$ cat src/design/trmc_pkg.sv
// Shared types and constants for the throttle ramp motor controller.
package trmc_pkg;

   localparam int PEDAL_W   = 10;
   localparam int RATE_W    = 8;
   localparam int SPEED_W   = 9;
   localparam int CSR_IDX_W = 3;
   localparam int CSR_DATA_W = 10;

   // Pedal rescale divider: 20-bit dividend, four quotient bits per cycle.
   localparam int QUO_W         = 20;
   localparam int DIV_STEP_BITS = 4;
   localparam int DIV_CYCLES    = QUO_W / DIV_STEP_BITS;
   localparam int DIV_CNT_W     = $clog2(DIV_CYCLES);

   localparam int FULL_SCALE     = 1023;
   localparam int SPEED_NEAR_MAX = 254;
   localparam int SPEED_MAX      = 255;

   localparam logic [RATE_W-1:0]     RST_ACCEL_RATE       = 8'd10;
   localparam logic [RATE_W-1:0]     RST_DECEL_RATE       = 8'd10;
   localparam logic [RATE_W-1:0]     RST_BRAKE_RATE       = 8'd12;
   localparam logic [RATE_W-1:0]     RST_MAX_FORWARD_LOW  = 8'd125;
   localparam logic [RATE_W-1:0]     RST_MAX_FORWARD_HIGH = 8'd200;
   localparam logic [SPEED_W-1:0]    RST_MAX_REVERSE      = 9'h19C;  // -100
   localparam logic [PEDAL_W-1:0]    RST_PEDAL_DEAD_LEVEL = 10'd185;
   localparam logic [PEDAL_W-1:0]    RST_PEDAL_FULL_LEVEL = 10'd735;

   typedef enum logic [CSR_IDX_W-1:0] {
      CSR_ACCEL_RATE       = 3'd0,
      CSR_DECEL_RATE       = 3'd1,
      CSR_BRAKE_RATE       = 3'd2,
      CSR_MAX_FORWARD_LOW  = 3'd3,
      CSR_MAX_FORWARD_HIGH = 3'd4,
      CSR_MAX_REVERSE      = 3'd5,
      CSR_PEDAL_DEAD_LEVEL = 3'd6,
      CSR_PEDAL_FULL_LEVEL = 3'd7
   } csr_index_type;

   typedef enum logic [1:0] {
      GEAR_NEUTRAL  = 2'd0,
      GEAR_FWD_LOW  = 2'd1,
      GEAR_FWD_HIGH = 2'd2,
      GEAR_REVERSE  = 2'd3
   } gear_type;

   typedef enum logic [1:0] {
      DIR_STOP    = 2'd0,
      DIR_FORWARD = 2'd1,
      DIR_REVERSE = 2'd2
   } direction_type;

   typedef enum logic [2:0] {
      ST_IDLE,
      ST_DIVIDE,
      ST_MULTIPLY,
      ST_QUOTIENT,
      ST_RAMP
   } state_type;

   typedef struct packed {
      logic load;
      logic div_step;
      logic mul_en;
      logic quot_en;
      logic ramp_en;
   } cmd_type;

   typedef struct packed {
      logic out_free;
   } status_type;

endpackage

$ cat src/design/throttle_ramp_motor_controller_unit.sv
// Top level of the throttle ramp motor controller.
// Each accepted request passes through the pedal rescale divider (four quotient bits per
// cycle), then the multiply, divide by 1023 and ramp steps; rsp_valid is registered from the
// ramp step. A new request is taken only after the last one has finished the ramp step.
// A stalled response holds the ramp step, and with it the next request, until it is taken.
// Synchronous reset loads the default settings and clears the speed and response valid.
module throttle_ramp_motor_controller_unit (
   input  logic                                clock,
   input  logic                                reset,
   input  logic                                req_valid,
   output logic                                req_stall,
   input  logic [trmc_pkg::PEDAL_W-1:0]        req_pedal_sample,
   input  logic                                req_shift_contact_one,
   input  logic                                req_shift_contact_two,
   input  logic                                req_shift_contact_three,
   input  logic                                req_kill_active,
   input  logic                                req_settled,
   output logic                                rsp_valid,
   input  logic                                rsp_stall,
   output logic [trmc_pkg::RATE_W-1:0]         rsp_forward_duty,
   output logic [trmc_pkg::RATE_W-1:0]         rsp_reverse_duty,
   output logic [1:0]                          rsp_direction,
   output logic [1:0]                          rsp_gear,
   output logic signed [trmc_pkg::SPEED_W-1:0] rsp_target_speed,
   output logic signed [trmc_pkg::SPEED_W-1:0] rsp_speed,
   input  logic                                csr_write_enable,
   input  logic [trmc_pkg::CSR_IDX_W-1:0]      csr_index,
   input  logic [trmc_pkg::CSR_DATA_W-1:0]     csr_data
);

   trmc_pkg::cmd_type    cmd;
   trmc_pkg::status_type status;

   trmc_controller u_controller (
      .clock     (clock),
      .reset     (reset),
      .req_valid (req_valid),
      .req_stall (req_stall),
      .status    (status),
      .cmd       (cmd)
   );

   trmc_datapath u_datapath (
      .clock                   (clock),
      .reset                   (reset),
      .cmd                     (cmd),
      .status                  (status),
      .csr_write_enable        (csr_write_enable),
      .csr_index               (csr_index),
      .csr_data                (csr_data),
      .req_pedal_sample        (req_pedal_sample),
      .req_shift_contact_one   (req_shift_contact_one),
      .req_shift_contact_two   (req_shift_contact_two),
      .req_shift_contact_three (req_shift_contact_three),
      .req_kill_active         (req_kill_active),
      .req_settled             (req_settled),
      .rsp_valid               (rsp_valid),
      .rsp_stall               (rsp_stall),
      .rsp_forward_duty        (rsp_forward_duty),
      .rsp_reverse_duty        (rsp_reverse_duty),
      .rsp_direction           (rsp_direction),
      .rsp_gear                (rsp_gear),
      .rsp_target_speed        (rsp_target_speed),
      .rsp_speed               (rsp_speed)
   );

endmodule

$ cat src/design/trmc_controller.sv
// Sequencer that steps each request through divide, multiply, quotient and ramp.
module trmc_controller (
   input  logic                  clock,
   input  logic                  reset,
   input  logic                  req_valid,
   output logic                  req_stall,
   input  trmc_pkg::status_type  status,
   output trmc_pkg::cmd_type     cmd
);

   trmc_pkg::state_type state_ff, state_in;
   logic [trmc_pkg::DIV_CNT_W-1:0] cnt_ff, cnt_in;
   logic div_last;

   assign div_last = (cnt_ff == trmc_pkg::DIV_CNT_W'(trmc_pkg::DIV_CYCLES - 1));

   always_ff @(posedge clock) begin
      if (reset) begin
         state_ff <= trmc_pkg::ST_IDLE;
         cnt_ff   <= '0;
      end else begin
         state_ff <= state_in;
         cnt_ff   <= cnt_in;
      end
   end

   // Next state
   always_comb begin
      state_in = state_ff;
      cnt_in   = cnt_ff;
      case (state_ff)
         trmc_pkg::ST_IDLE: begin
            cnt_in = '0;
            if (req_valid) state_in = trmc_pkg::ST_DIVIDE;
         end
         trmc_pkg::ST_DIVIDE: begin
            cnt_in = cnt_ff + 1'b1;
            if (div_last) state_in = trmc_pkg::ST_MULTIPLY;
         end
         trmc_pkg::ST_MULTIPLY: state_in = trmc_pkg::ST_QUOTIENT;
         trmc_pkg::ST_QUOTIENT: state_in = trmc_pkg::ST_RAMP;
         trmc_pkg::ST_RAMP: begin
            // The speed update waits until the response register can take it.
            if (status.out_free) state_in = trmc_pkg::ST_IDLE;
         end
         default: state_in = trmc_pkg::ST_IDLE;
      endcase
   end

   // Outputs
   always_comb begin
      cmd       = '0;
      req_stall = 1'b1;
      case (state_ff)
         trmc_pkg::ST_IDLE: begin
            req_stall = 1'b0;
            cmd.load  = req_valid;
         end
         trmc_pkg::ST_DIVIDE:   cmd.div_step = 1'b1;
         trmc_pkg::ST_MULTIPLY: cmd.mul_en   = 1'b1;
         trmc_pkg::ST_QUOTIENT: cmd.quot_en  = 1'b1;
         trmc_pkg::ST_RAMP:     cmd.ramp_en  = status.out_free;
         default: begin
            req_stall = 1'b1;
         end
      endcase
   end

endmodule

$ cat src/design/trmc_datapath.sv
// Datapath: settings registers, pedal divider, gear scaling, speed ramp and response register.
module trmc_datapath (
   input  logic                               clock,
   input  logic                               reset,
   input  trmc_pkg::cmd_type                  cmd,
   output trmc_pkg::status_type               status,
   input  logic                               csr_write_enable,
   input  logic [trmc_pkg::CSR_IDX_W-1:0]     csr_index,
   input  logic [trmc_pkg::CSR_DATA_W-1:0]    csr_data,
   input  logic [trmc_pkg::PEDAL_W-1:0]       req_pedal_sample,
   input  logic                               req_shift_contact_one,
   input  logic                               req_shift_contact_two,
   input  logic                               req_shift_contact_three,
   input  logic                               req_kill_active,
   input  logic                               req_settled,
   output logic                               rsp_valid,
   input  logic                               rsp_stall,
   output logic [trmc_pkg::RATE_W-1:0]        rsp_forward_duty,
   output logic [trmc_pkg::RATE_W-1:0]        rsp_reverse_duty,
   output logic [1:0]                         rsp_direction,
   output logic [1:0]                         rsp_gear,
   output logic signed [trmc_pkg::SPEED_W-1:0] rsp_target_speed,
   output logic signed [trmc_pkg::SPEED_W-1:0] rsp_speed
);

   localparam int PW = trmc_pkg::PEDAL_W;
   localparam int RW = trmc_pkg::RATE_W;
   localparam int SW = trmc_pkg::SPEED_W;
   localparam int QW = trmc_pkg::QUO_W;
   localparam int PRODW = PW + RW;
   localparam int WW = SW + 2;
   localparam logic signed [WW-1:0] SAT_HI   = WW'(trmc_pkg::SPEED_NEAR_MAX);
   localparam logic signed [WW-1:0] SAT_LO   = -WW'(trmc_pkg::SPEED_NEAR_MAX);
   localparam logic signed [WW-1:0] SPD_HI   = WW'(trmc_pkg::SPEED_MAX);
   localparam logic signed [WW-1:0] SPD_LO   = -WW'(trmc_pkg::SPEED_MAX);
   localparam logic signed [WW-1:0] ZERO_W   = '0;
   localparam logic [PW:0]          FULL_W   = (PW+1)'(trmc_pkg::FULL_SCALE);
   localparam logic [QW-1:0]        FULL_Q   = QW'(trmc_pkg::FULL_SCALE);
   localparam logic [SW-1:0]        REV_MIN  = {1'b1, {(SW-1){1'b0}}};

   // Settings registers
   logic [RW-1:0] accel_ff, decel_ff, brake_ff, fwd_low_ff, fwd_high_ff;
   logic signed [SW-1:0] max_rev_ff;
   logic [PW-1:0] dead_ff, full_ff;

   always_ff @(posedge clock) begin
      if (reset) begin
         accel_ff    <= trmc_pkg::RST_ACCEL_RATE;
         decel_ff    <= trmc_pkg::RST_DECEL_RATE;
         brake_ff    <= trmc_pkg::RST_BRAKE_RATE;
         fwd_low_ff  <= trmc_pkg::RST_MAX_FORWARD_LOW;
         fwd_high_ff <= trmc_pkg::RST_MAX_FORWARD_HIGH;
         max_rev_ff  <= trmc_pkg::RST_MAX_REVERSE;
         dead_ff     <= trmc_pkg::RST_PEDAL_DEAD_LEVEL;
         full_ff     <= trmc_pkg::RST_PEDAL_FULL_LEVEL;
      end else if (csr_write_enable) begin
         case (trmc_pkg::csr_index_type'(csr_index))
            trmc_pkg::CSR_ACCEL_RATE:       accel_ff    <= csr_data[RW-1:0];
            trmc_pkg::CSR_DECEL_RATE:       decel_ff    <= csr_data[RW-1:0];
            trmc_pkg::CSR_BRAKE_RATE:       brake_ff    <= csr_data[RW-1:0];
            trmc_pkg::CSR_MAX_FORWARD_LOW:  fwd_low_ff  <= csr_data[RW-1:0];
            trmc_pkg::CSR_MAX_FORWARD_HIGH: fwd_high_ff <= csr_data[RW-1:0];
            trmc_pkg::CSR_MAX_REVERSE:      max_rev_ff  <= csr_data[SW-1:0];
            trmc_pkg::CSR_PEDAL_DEAD_LEVEL: dead_ff     <= csr_data[PW-1:0];
            trmc_pkg::CSR_PEDAL_FULL_LEVEL: full_ff     <= csr_data[PW-1:0];
            default: ;
         endcase
      end
   end

   // Request capture
   logic [PW-1:0] pedal_diff, span;
   logic [QW-1:0] dividend;
   trmc_pkg::gear_type gear_dec;
   logic [RW-1:0] lim_mag;
   logic lim_neg;
   logic [SW-1:0] rev_neg;

   assign pedal_diff = req_pedal_sample - dead_ff;
   assign span       = full_ff - dead_ff;
   // (raw - dead) * 1023 as a shift and subtract
   assign dividend   = {pedal_diff, {PW{1'b0}}} - {{(QW-PW){1'b0}}, pedal_diff};
   assign rev_neg    = -max_rev_ff;

   always_comb begin
      case ({req_shift_contact_one, req_shift_contact_two, req_shift_contact_three})
         3'b101:  gear_dec = trmc_pkg::GEAR_REVERSE;
         3'b001:  gear_dec = trmc_pkg::GEAR_FWD_LOW;
         3'b010:  gear_dec = trmc_pkg::GEAR_FWD_HIGH;
         default: gear_dec = trmc_pkg::GEAR_NEUTRAL;
      endcase
   end

   always_comb begin
      lim_mag = '0;
      lim_neg = 1'b0;
      case (gear_dec)
         trmc_pkg::GEAR_FWD_LOW:  lim_mag = fwd_low_ff;
         trmc_pkg::GEAR_FWD_HIGH: lim_mag = fwd_high_ff;
         trmc_pkg::GEAR_REVERSE: begin
            if (max_rev_ff[SW-1]) begin
               lim_neg = 1'b1;
               // The most negative code is limited to the same magnitude as full speed.
               lim_mag = (max_rev_ff == REV_MIN) ? {RW{1'b1}} : rev_neg[RW-1:0];
            end else begin
               lim_mag = max_rev_ff[RW-1:0];
            end
         end
         default: lim_mag = '0;
      endcase
   end

   logic pedal_off_ff, full_span_ff, kill_ff, settled_ff, lim_neg_ff;
   logic [RW-1:0] lim_mag_ff;
   trmc_pkg::gear_type gear_ff;

   // Divider registers
   logic [QW-1:0] quo_ff, quo_in;
   logic [PW-1:0] rem_ff, rem_in;
   logic [PW:0]   trial;

   always_comb begin
      rem_in = rem_ff;
      quo_in = quo_ff;
      trial  = '0;
      for (int i = 0; i < trmc_pkg::DIV_STEP_BITS; i++) begin
         trial  = {rem_in, quo_in[QW-1]};
         quo_in = {quo_in[QW-2:0], 1'b0};
         if (trial >= {1'b0, span}) begin
            trial     = trial - {1'b0, span};
            quo_in[0] = 1'b1;
         end
         rem_in = trial[PW-1:0];
      end
   end

   always_ff @(posedge clock) begin
      if (cmd.load) begin
         pedal_off_ff <= (req_pedal_sample <= dead_ff);
         full_span_ff <= (full_ff <= dead_ff);
         kill_ff      <= req_kill_active;
         settled_ff   <= req_settled;
         gear_ff      <= gear_dec;
         lim_mag_ff   <= lim_mag;
         lim_neg_ff   <= lim_neg;
         quo_ff       <= dividend;
         rem_ff       <= '0;
      end else if (cmd.div_step) begin
         quo_ff <= quo_in;
         rem_ff <= rem_in;
      end
   end

   // Gear scaling: once the pedal reaches full scale the clamp gives the limit itself.
   logic [PRODW-1:0] prod_ff;
   logic take_lim_ff, zero_tgt_ff;

   always_ff @(posedge clock) begin
      if (cmd.mul_en) begin
         zero_tgt_ff <= pedal_off_ff;
         take_lim_ff <= full_span_ff || (quo_ff >= FULL_Q);
         prod_ff     <= quo_ff[PW-1:0] * lim_mag_ff;
      end
   end

   // Divide the product by 1023: x = q*1024 + lo = q*1023 + (q + lo).
   logic [RW-1:0] q_hi, q_mag, tgt_mag;
   logic [PW:0]   q_rest;
   logic signed [SW-1:0] target_ff;

   assign q_hi   = prod_ff[PRODW-1:PW];
   assign q_rest = {1'b0, prod_ff[PW-1:0]} + {{(PW+1-RW){1'b0}}, q_hi};
   assign q_mag  = q_hi + RW'(q_rest >= FULL_W);

   always_comb begin
      if (zero_tgt_ff) tgt_mag = '0;
      else if (take_lim_ff) tgt_mag = lim_mag_ff;
      else tgt_mag = q_mag;
   end

   always_ff @(posedge clock) begin
      if (cmd.quot_en) begin
         target_ff <= lim_neg_ff ? -{1'b0, tgt_mag} : {1'b0, tgt_mag};
      end
   end

   // Speed ramp
   logic signed [SW-1:0] speed_ff;
   logic signed [WW-1:0] s_w, t_w, diff, acc_w, dec_w, brk_w, step_w, next_w, neg_w;

   always_ff @(posedge clock) begin
      if (reset) speed_ff <= '0;
      else if (cmd.ramp_en) speed_ff <= next_w[SW-1:0];
   end

   always_comb begin
      s_w    = WW'(speed_ff);
      t_w    = WW'(target_ff);
      acc_w  = {2'b00, 1'b0, accel_ff};
      dec_w  = {2'b00, 1'b0, decel_ff};
      brk_w  = {2'b00, 1'b0, brake_ff};
      diff   = t_w - s_w;
      step_w = s_w;
      if (settled_ff && !kill_ff) begin
         if (diff > ZERO_W) begin
            step_w = (diff <= acc_w) ? t_w : s_w + acc_w;
         end else if (diff < ZERO_W) begin
            step_w = (-diff <= dec_w) ? t_w : s_w - dec_w;
         end
      end else begin
         // Braking moves toward zero and never crosses it.
         if (s_w > ZERO_W) begin
            step_w = s_w - brk_w;
            if (step_w < ZERO_W) step_w = ZERO_W;
         end else if (s_w < ZERO_W) begin
            step_w = s_w + brk_w;
            if (step_w > ZERO_W) step_w = ZERO_W;
         end
      end
      if (step_w > SAT_HI) next_w = SPD_HI;
      else if (step_w < SAT_LO) next_w = SPD_LO;
      else next_w = step_w;
      neg_w = -next_w;
   end

   // Response register
   logic rsp_valid_ff;
   logic [RW-1:0] fwd_ff, rev_ff;
   trmc_pkg::direction_type dir_ff;
   trmc_pkg::gear_type rsp_gear_ff;
   logic signed [SW-1:0] rsp_target_ff, rsp_speed_ff;

   assign status.out_free = !rsp_valid_ff || !rsp_stall;

   always_ff @(posedge clock) begin
      if (reset) rsp_valid_ff <= 1'b0;
      else if (cmd.ramp_en) rsp_valid_ff <= 1'b1;
      else if (!rsp_stall) rsp_valid_ff <= 1'b0;
   end

   always_ff @(posedge clock) begin
      if (cmd.ramp_en) begin
         fwd_ff        <= (next_w > ZERO_W) ? next_w[RW-1:0] : '0;
         rev_ff        <= (next_w < ZERO_W) ? neg_w[RW-1:0] : '0;
         if (next_w > ZERO_W) dir_ff <= trmc_pkg::DIR_FORWARD;
         else if (next_w < ZERO_W) dir_ff <= trmc_pkg::DIR_REVERSE;
         else dir_ff <= trmc_pkg::DIR_STOP;
         rsp_gear_ff   <= gear_ff;
         rsp_target_ff <= target_ff;
         rsp_speed_ff  <= next_w[SW-1:0];
      end
   end

   assign rsp_valid        = rsp_valid_ff;
   assign rsp_forward_duty = fwd_ff;
   assign rsp_reverse_duty = rev_ff;
   assign rsp_direction    = dir_ff;
   assign rsp_gear         = rsp_gear_ff;
   assign rsp_target_speed = rsp_target_ff;
   assign rsp_speed        = rsp_speed_ff;

endmodule
$ cat config.mk
export PLATFORM = sky130hd
export DESIGN_NAME = throttle_ramp_motor_controller_unit
export DESIGN_NICKNAME = d
export VERILOG_FILES = /design/src/design/trmc_pkg.sv /design/src/design/throttle_ramp_motor_controller_unit.sv /design/src/design/trmc_controller.sv /design/src/design/trmc_datapath.sv
export SDC_FILE = /design/constraint.sdc
export NUM_CORES = 1
export LEC_CHECK = 0
export BUFFER_PORTS_ARGS = -buffer_cell sky130_fd_sc_hd__buf_2
export CAP_MARGIN = 0
export CORE_UTILIZATION = 60
export DETAILED_ROUTE_END_ITERATION = 7
export HOLD_SLACK_MARGIN = 0.05
export MAX_ROUTING_LAYER = met4
export PLACE_DENSITY_LB_ADDON = 0.25
export SYNTH_ARGS = -nofsm -noshare
export SYNTH_HDL_FRONTEND = slang
export SYNTH_SLANG_ARGS = --single-unit
$ cat constraint.sdc
create_clock -name clock -period 17.95 [get_ports clock]
set_clock_uncertainty 0.1 [all_clocks]
set_input_delay 2.6925 -clock clock [delete_from_list [all_inputs] [get_ports clock]]
set_output_delay 2.6925 -clock clock [all_outputs]
set_load 0.005 [all_outputs]
==> reports/summary.txt, run 1 <==
routed len/inst -> 18.7 um
clock-pin transition on the worst setup and hold timing paths -> 90 ps
status -> completed
CP Buf/Inv Count -> 2
initial antenna violation count -> 0
synth unique cells -> 92
Setup Buffers After CTS -> 0
later-pin clock latency in the skew report -> 450 ps
commonest cells after routing, fill and taps aside -> 239 x nand2_1, 196 x inv_1, 170 x ha_1
CP Launch Type -> flip-flop
drc violations -> 0
Synth area leaders -> edfxtp_1 18%, ha_1 12%, dfxtp_1 11%
Most used DFF post-synth -> edfxtp_1
final hold vios -> 0
Worst Hold Class -> reg2reg
largest net degree at the start of global routing -> 86
commonest non-fill, non-tap cell in the layout -> nand2_1
total placed cells including tap cells -> 2393
DR pass1 iterations -> 8
Top delay family on crit path -> compound AO/OA/AOI/OAI gates
GP Congestion -> 0.967
layout cell share with drive strength beyond 1 -> 7.82%
cell area after synthesis -> 0.0172 mm^2
Post-synth EDFFs -> 102
Setup CP Type -> reg2reg
worst path arrival time -> 13280 ps
CTS sink cnt -> 197
final setup fails -> 0
Tmin final -> 13030 ps
total gr overflow -> 0
RSZ-0062 raised after global routing -> no
I/O pin count -> 73
deepest clock path buffer count -> 2
critical-path maximum fanout -> 13
Rel. slew slack -> 21.0%
Vias/cell -> 6.05
Mapped Cells -> 2009
via count -> 14.7k
DR iter-0 viols -> 1274
Max Cap Viol -> 0
root buf cell -> clkbuf_16
slew at the pin closest to its max-slew limit -> 1180 ps
Sw Ratio -> 48.5%
Register-to-Register Setup Slack -> 4920 ps
area grow syn2layout -> 7.03%
Yosys top cell area share -> 17.8%
#FFs+latches synth -> 197
CTS Buf Count -> 17
WL final -> 45.4 mm
max incr delay on CP -> 650 ps
Avg Cell Area, Syn -> 8.56 um^2
ys async rst share -> 0%
pwr/cell area -> 194 mW/mm^2
final net count -> 2297
Combinational Power Share -> 72.2%
num rows -> 61
Antenna Cells -> 0
Final Cycle Share -> 72.6%
Die Span X -> 171 um
CTS HTree Levels -> 4
Post-DP HPWL -> 35.2 mm
Clk pwr share -> 11.0%
post-cts hold buffer count -> 0
final slew viol count -> 0
first-pass GRT wire length -> 71.6 mm
Post-Layout Cell Count -> 2425
Slowest cell on crit path -> a211oi_4
Reg power frac -> 16.9%
Global Route Usage Sum -> 32.5%
leak pwr -> 7.88 nW
height of the die -> 171 um
sum of negative setup slack -> 0 ps
post-synthesis sequential area ratio -> 28.9%
CTS tree -> done
DIE AREA -> 0.0293 mm^2
Worst VDD drop -> 0.512 mV
vias in the first global route -> 14.0k
cell internal pwr -> 0.00184 W
fmax -> 0.0767 GHz
switching power -> 0.00173 W
port bufs -> 72
Initial Util -> 61.4%
post-route ant nets -> 0
Syn. warnings -> 0
Required @ worst endpoint -> 18200 ps
CP most frequent cell -> o21ai_0
leading area contributor after synthesis -> edfxtp_1
post-CTS sizing -> 0
Core Region -> 0.0280 mm^2
Worst Setup End Kind -> flip-flop
Syn Nets -> 2272
==> path summary, 6_finish.rpt <==
path                          from                endpoint  cells after the start
max          u_datapath.dead_ff[1]    u_datapath.rem_ff[5]                     54
min          u_datapath.gear_ff[0]  u_datapath.rsp_gear[0]                      0
max reg2reg  u_datapath.dead_ff[1]    u_datapath.rem_ff[5]                     54
min reg2reg  u_datapath.gear_ff[0]  u_datapath.rsp_gear[0]                      0
==> state kept, by name, summed over array words and instances (netlist names), 9 cells and up <==
signal                       flops
u_datapath.max_rev_ff            9
u_datapath.rsp_speed             9
u_datapath.full_ff              10
u_datapath.target_ff             9
u_datapath.prod_ff              18
u_datapath.rsp_target_speed      9
u_datapath.quo_ff               20
u_datapath.dead_ff              10
u_datapath.rem_ff               10
u_datapath.speed_ff              9
==> synthesized netlist by cell type, types with 19 or more instances <==
| library cell | instances |
|---|---|
| mux2i_1 | 29 |
| a21o_1 | 27 |
| a21oi_1 | 130 |
| nand4_1 | 19 |
| nand2_1 | 239 |
| and2_1 | 52 |
| edfxtp_1 | 102 |
| clkbuf_1 | 63 |
| nor2b_1 | 34 |
| dfxtp_1 | 95 |
| nand3_1 | 25 |
| nand2b_1 | 19 |
| xnor2_1 | 79 |
| xor2_1 | 32 |
| inv_1 | 196 |
| a211o_1 | 23 |
| nor2_1 | 153 |
| ha_1 | 170 |
| nor3_1 | 23 |
| o21ai_0 | 121 |
| fa_1 | 60 |
| o21a_1 | 31 |
| nand3b_1 | 19 |
==> kinds of logic after synthesis <==
logic type	after synthesis	synth area share, %
and+or+nand+nor	666	18.7
buffers and inverters	274	6.08
AOI/OAI and AO/OA	489	18.7
adders and majority gates	233	19.5
muxes	38	2.28
DFF	197	28.9
xor gates and xnor gates	112	5.79
==> area by class of cell <==
class	count	area, um^2
Clock buffer	18	430
Clock inverter	14	161
Fill cell	2413	9610
Inverter	198	743
Multi-Input combinational cell	1538	11200
Sequential cell	197	4960
Tap cell	378	473
Timing Repair Buffer	82	435
==> layer usage <==
metal	up-vias	routed length, um	track usage, %
li1	7064	-	-
met1	6976	19500	40.7
met2	534	21600	53.7
met3	109	2890	4.28
met4	0	1370	11.8
met5	-	0	-
==> metrics by stage <==
stage	utilization [%]	total power, W	instance area [um^2]	setup slack [ps]	hold slack [ps]
final	65.7	0.00356	18400	4920	320
after global routing	65.7	0.00387	18400	3850	328
after CTS	65.7	0.00354	18400	5010	323
after detailed placement	63.6	0.00314	17800	5040	306
after global placement	63.6	0.00309	17800	5240	303
after floorplan	-	0.00269	17200	6500	300
==> power groups by stage <==
stage | sequential [W] | combinational, W | clock (W)
5_1_grt | 0.000605 | 0.00286 | 0.000407
4_1_cts | 0.000600 | 0.00255 | 0.000391
6_report | 0.000602 | 0.00257 | 0.000391
3_5_place_dp | 0.000610 | 0.00253 | 0
2_1_floorplan | 0.000575 | 0.00211 | 0
3_3_place_gp | 0.000609 | 0.00248 | 0
Note: power is estimated with default switching activity, not from simulation.
==> run 2: changes to the inputs <==
Settings changed: CORE_UTILIZATION 60 to 58.
Clock period 17.95 ns to 10.9 ns, I/O delays scaled along.
==> reports/summary.txt, run 2 (same netlist as run 1, synthesis figures left out) <==
post-route ant nets -> 0 (unchanged)
Placed Area -> 0.0180 mm^2 (+1.2%)
worst path arrival time -> 10720 ps (-2560 ps)
CTS sink cnt -> 197 (unchanged)
fmax -> 0.0952 GHz (+24%)
routed len/inst -> 19.1 um (+2.1%)
deepest clock path buffer count -> 2 (unchanged)
final net count -> 2339 (+1.8%)
final setup fails -> 0 (unchanged)
CP Launch Type -> flip-flop
DR pass1 iterations -> 6 (-2)
height of the die -> 174 um (+1.7%)
Post-Layout Cell Count -> 2473 (+2.0%)
Initial Util -> 59.4% (-2.0 points)
initial antenna violation count -> 0 (unchanged)
total gr overflow -> 0 (unchanged)
leak pwr -> 8.14 nW (+3.3%)
Vias/cell -> 6.00 (-0.91%)
Worst Hold Class -> reg2reg
Die Span X -> 174 um (+1.7%)
clock-pin transition on the worst setup and hold timing paths -> 80 ps (about the same)
critical-path maximum fanout -> 11 (-2)
WL final -> 47.3 mm (+4.1%)
CTS tree -> done
post-cts hold buffer count -> 0 (unchanged)
Slowest cell on crit path -> o41ai_2
Largest register FFs -> 20 (unchanged)
total placed cells including tap cells -> 2421 (+1.2%)
DR iter-0 viols -> 1043 (-18%)
commonest non-fill, non-tap cell in the layout -> nand2_1
Post-DP HPWL -> 36.7 mm (+4.4%)
Worst VDD drop -> 0.811 mV (+58%)
CP most frequent cell -> a21o_1
Rel. slew slack -> 23.3% (+2.2 points)
port bufs -> 72 (unchanged)
Max Cap Viol -> 0 (unchanged)
final hold vios -> 0 (unchanged)
final slew viol count -> 0 (unchanged)
via count -> 14.8k (+1.1%)
Worst Setup End Kind -> flip-flop
GP Congestion -> 1.01 (+4.2%)
biggest regs -> u_datapath.quo_ff: 20 flops, u_datapath.prod_ff: 18 flops
Required @ worst endpoint -> 11110 ps (-7090 ps)
largest register by flop count -> u_datapath.quo_ff
status -> completed
final core occ -> 65.5% (-0.18 points)
vias in the first global route -> 14.3k (+1.8%)
first-pass GRT wire length -> 74.9 mm (+4.6%)
Tmin final -> 10510 ps (-2520 ps)
DIE AREA -> 0.0303 mm^2 (+3.4%)
Core Region -> 0.0289 mm^2 (+3.3%)
Power Total -> 0.00664 W (+86%)
Setup CP Type -> reg2reg
Min Hold Slack -> 332 ps (+11.8 ps)
largest net degree at the start of global routing -> 86 (unchanged)
Antenna Cells -> 0 (unchanged)
pwr/cell area -> 350 mW/mm^2 (+81%)
commonest cells after routing, fill and taps aside -> 239 x nand2_1, 196 x inv_1, 167 x ha_1
CTS Buf Count -> 17 (unchanged)
max incr delay on CP -> 370 ps (-280 ps)
Final Cycle Share -> 96.4% (+24 points)
layout cell share with drive strength beyond 1 -> 10.7% (+2.9 points)
slew at the pin closest to its max-slew limit -> 1150 ps (-31.5 ps)
Global Route Usage Sum -> 32.3% (-0.23 points)
CTS HTree Levels -> 4 (unchanged)
I/O pin count -> 73 (unchanged)
later-pin clock latency in the skew report -> 460 ps (about the same)
final instance area -> 0.0190 mm^2 (+3.0%)
area grow syn2layout -> 10.3%
root buf cell -> clkbuf_16
drc violations -> 0 (unchanged)
num rows -> 62 (+1.6%)
[run 2: routing by layer]
metal | share of wire [%] | track usage [%] | vias up
li1 | - | - | 7154
met2 | 48 | 52.9 | 476
met5 | 0 | - | -
met4 | 3.3 | 11.9 | 0
met1 | 44 | 41.5 | 7126
met3 | 5.3 | 3.00 | 82
[run 2: critical path: cells and delay by family (launching register included)]
kind	cells	cell delay [ps]
flops	1	330
fa+ha+maj	6	1780
buf+inv	5	570
simple gates	13	1610
xor+xnor	1	110
mux	3	790
compound gates	30	5070
[run 2: path summary, 6_finish.rpt]
path	from	to	slack, ps	cells after the start
setup / recovery	u_datapath.dead_ff[1]	u_datapath.rem_ff[4]	390	58
hold / removal	u_datapath.gear_ff[1]	u_datapath.rsp_gear[1]	330	0
setup reg to reg	u_datapath.dead_ff[1]	u_datapath.rem_ff[4]	390	58
hold reg to reg	u_datapath.gear_ff[1]	u_datapath.rsp_gear[1]	330	0
[run 2: metrics by stage]
step	setup TNS [ps]	worst slack (ps)
2_1_floorplan	0	19.0
3_3_place_gp	0	178
3_5_place_dp	-111	-41.8
4_1_cts	0	23.0
5_1_grt	-619	-94.7
6_report	0	391
[run 2: layout make-up]
| type | count | area [um^2] |
|---|---|---|
| Tap cell | 384 | 480 |
| Multi-Input combinational cell | 1538 | 11300 |
| Timing Repair Buffer | 124 | 771 |
| Sequential cell | 197 | 4970 |
| Inverter | 198 | 743 |
| Clock buffer | 17 | 425 |
| Fill cell | 2464 | 9980 |
| Clock inverter | 15 | 224 |
[run 2: power breakdown]
group | internal [W] | switching (W) | leakage (nW) | total [W]
sequential | 0.000910 | 0.0000831 | 1.73 | 0.000993
combinational | 0.00227 | 0.00270 | 6.10 | 0.00497
clock | 0.000340 | 0.000343 | 0.313 | 0.000683
total | 0.00352 | 0.00312 | 8.14 | 0.00664
[run 2: what timing repair did]
| item | 4_1_cts | 5_1_grt |
|---|---|---|
| cloned | 1 | 0 |
| endpoints found under the setup margin | 10 | 11 |
| setup buffers | 11 | 8 |
| pin swaps | 3 | 18 |
| gates resized for setup | 5 | 29 |
==> run 3: changes to the inputs <==
Settings changed: RECOVER_POWER set to 50.
==> reports/summary.txt, run 3 (same netlist as run 1, synthesis figures left out) <==
CTS Buf Count -> 17 (unchanged)
Reg-to-Reg Start -> u_datapath.dead_ff[1]
slew at the pin closest to its max-slew limit -> 3680 ps (+2530 ps)
largest net degree at the start of global routing -> 86 (unchanged)
Largest register FFs -> 20 (unchanged)
final setup fails -> 0 (unchanged)
pre-CTS setup slack -> -41.8 ps (unchanged)
Required @ worst endpoint -> 11110 ps (about the same)
Slowest cell on crit path -> o41ai_2
initial antenna violation count -> 0 (unchanged)
r2r endpoint -> u_datapath.rem_ff[4]
DR pass1 iterations -> 5 (-1)
CTS HTree Levels -> 4 (unchanged)
Setup CP Type -> reg2reg
layout cell share with drive strength beyond 1 -> 9.57% (-1.1 points)
Min Hold Slack -> 333 ps (+0.780 ps)
Post-DP HPWL -> 36.7 mm (unchanged)
critical-path maximum fanout -> 11 (unchanged)
num rows -> 62 (unchanged)
Core Region -> 0.0289 mm^2 (unchanged)
Final Cycle Share -> 96.6% (+0.22 points)
Register-to-Register Setup Slack -> 370 ps (-20 ps)
commonest cells after routing, fill and taps aside -> 239 x nand2_1, 197 x inv_1, 167 x ha_1
total gr overflow -> 0 (unchanged)
Tmin final -> 10530 ps (+24.2 ps)
vias in the first global route -> 14.3k (unchanged)
height of the die -> 174 um (unchanged)
routed len/inst -> 19.1 um (about the same)
R2R cell count -> 58 (unchanged)
Vias/cell -> 6.00 (about the same)
switching power -> 0.00313 W (about the same)
Fill cells -> 2483 (+0.77%)
Global Route Usage Sum -> 32.3% (unchanged)
post-route ant nets -> 0 (unchanged)
leak pwr -> 8.07 nW (-0.80%)
I/O pin count -> 73 (unchanged)
commonest non-fill, non-tap cell in the layout -> nand2_1
later-pin clock latency in the skew report -> 450 ps (about the same)
Worst Setup End Kind -> flip-flop
Combinational Power Share -> 74.8% (about the same)
DR iter-0 viols -> 1137 (+9.0%)
worst hold start -> u_datapath.gear_ff[1]
Sw Ratio -> 47.1% (about the same)
pwr/cell area -> 351 mW/mm^2 (+0.26%)
Clk pwr share -> 10.3% (about the same)
Initial Util -> 59.4% (unchanged)
first-pass GRT wire length -> 74.9 mm (unchanged)
Rel. slew slack -> -145% (-170 points)
final slew viol count -> 191 (+191)
Top delay family on crit path -> compound AO/OA/AOI/OAI gates
final hold vios -> 0 (unchanged)
Worst VDD drop -> 0.803 mV (-0.95%)
area grow syn2layout -> 10.0%
CTS tree -> done
GP Congestion -> 1.01 (unchanged)
Die Span X -> 174 um (unchanged)
Hold EP -> u_datapath.rsp_gear[1]
via count -> 14.8k (+0.034%)
Placed Area -> 0.0180 mm^2 (unchanged)
CTS sink cnt -> 197 (unchanged)
cell internal pwr -> 0.00352 W (about the same)
max incr delay on CP -> 380 ps (about the same)
drc violations -> 0 (unchanged)
CP most frequent cell -> a21o_1
largest register by flop count -> u_datapath.quo_ff
register area -> 0.00497 mm^2 (unchanged)
status -> finished, violations left
deepest clock path buffer count -> 2 (unchanged)
CP Buf/Inv Count -> 5 (unchanged)
worst path arrival time -> 10740 ps (+20 ps)
CP Launch Type -> flip-flop
clock-pin transition on the worst setup and hold timing paths -> 90 ps (about the same)
WL final -> 47.3 mm (about the same)
Worst Hold Class -> reg2reg
Setup WS post-layout -> 367 ps (-24.2 ps)
failing checks -> capacitance limit, slew limit
fmax -> 0.0949 GHz (-0.23%)
Hold Path Stages -> 0 (unchanged)
port bufs -> 72 (unchanged)
final instance area -> 0.0189 mm^2 (-0.23%)
Antenna Cells -> 0 (unchanged)
Max Cap Viol -> 4 (+4)
DIE AREA -> 0.0303 mm^2 (unchanged)
Reg power frac -> 15.0% (about the same)
Critical Path Start -> u_datapath.dead_ff[1]
final net count -> 2339 (unchanged)
area occupied by multi-input gates -> 0.0113 mm^2 (about the same)
biggest regs -> u_datapath.quo_ff: 20 flops, u_datapath.prod_ff: 18 flops
root buf cell -> clkbuf_16
## run 3: changes by cell type in the layout (fill, tap and decap cells not counted), sizes merged
cell and delta:
buf -20, clkbuf +20
## run 3: worst register-to-register path, delay by kind of cell (launching register included)
family | cells | cell delay, ps
AO/OA/AOI/OAI | 30 | 5090
XOR/XNOR | 1 | 120
adder cells (fa/ha/maj) | 6 | 1780
buffers and inverters | 5 | 570
flip-flops | 1 | 330
multiplexers | 3 | 820
AND/OR/NAND/NOR | 13 | 1610
## run 3: worst max path at each step
stage / cells after the start / endpoint / slack (ps)
floorplan: 60 / u_datapath.rem_ff[5] / 20
global placement: 58 / u_datapath.rem_ff[5] / 180
detailed placement: 58 / u_datapath.rem_ff[4] / -40
CTS: 58 / u_datapath.rem_ff[4] / 20
global route: 54 / u_datapath.rem_ff[4] / -90
finish: 58 / u_datapath.rem_ff[4] / 370
## run 3: repair_timing
action | in CTS | in global routing
setup buffers | 11 | 8
resized for setup | 5 | 29
hold buffers | 0 | 0
pin swaps | 3 | 18
setup endpoints to repair | 10 | 11
cloned | 1 | 0
## run 3: layer usage
metal | wire length (um) | share of wire (%) | up-vias | global-route usage, %
met5 | 0 | 0 | - | -
met4 | 1640 | 3.5 | 0 | 11.9
met3 | 2320 | 4.9 | 92 | 3.00
met2 | 22500 | 48 | 491 | 52.9
met1 | 20800 | 44 | 7109 | 41.5
li1 | - | - | 7151 | -
## run 3: stage by stage
step	utilization [%]	TNS, ps	instances	total power (W)
floorplan	-	0	2009	0.00446
global placement	62.3	0	2421	0.00536
detailed placement	62.3	-111	2421	0.00545
CTS	64.9	0	2465	0.00638
global route	65.4	-665	2473	0.00717
finish	65.4	0	2473	0.00664
## run 3: final cells by class
type	instances	area share, %
clock inverters	15	1.18
flip-flops and latches	197	26.3
repair buffers	124	3.90
inverters	198	3.93
well taps	384	2.54
multi-input cells	1538	59.9
clock buffers	17	2.25
## run 3: power groups by stage
stage / sequential [W] / combinational [W] / clock [W]
2_1_floorplan: 0.000947 / 0.00351 / 0
3_3_place_gp: 0.00101 / 0.00436 / 0
3_5_place_dp: 0.00101 / 0.00444 / 0
4_1_cts: 0.000990 / 0.00471 / 0.000686
5_1_grt: 0.000999 / 0.00545 / 0.000713
6_report: 0.000993 / 0.00497 / 0.000683
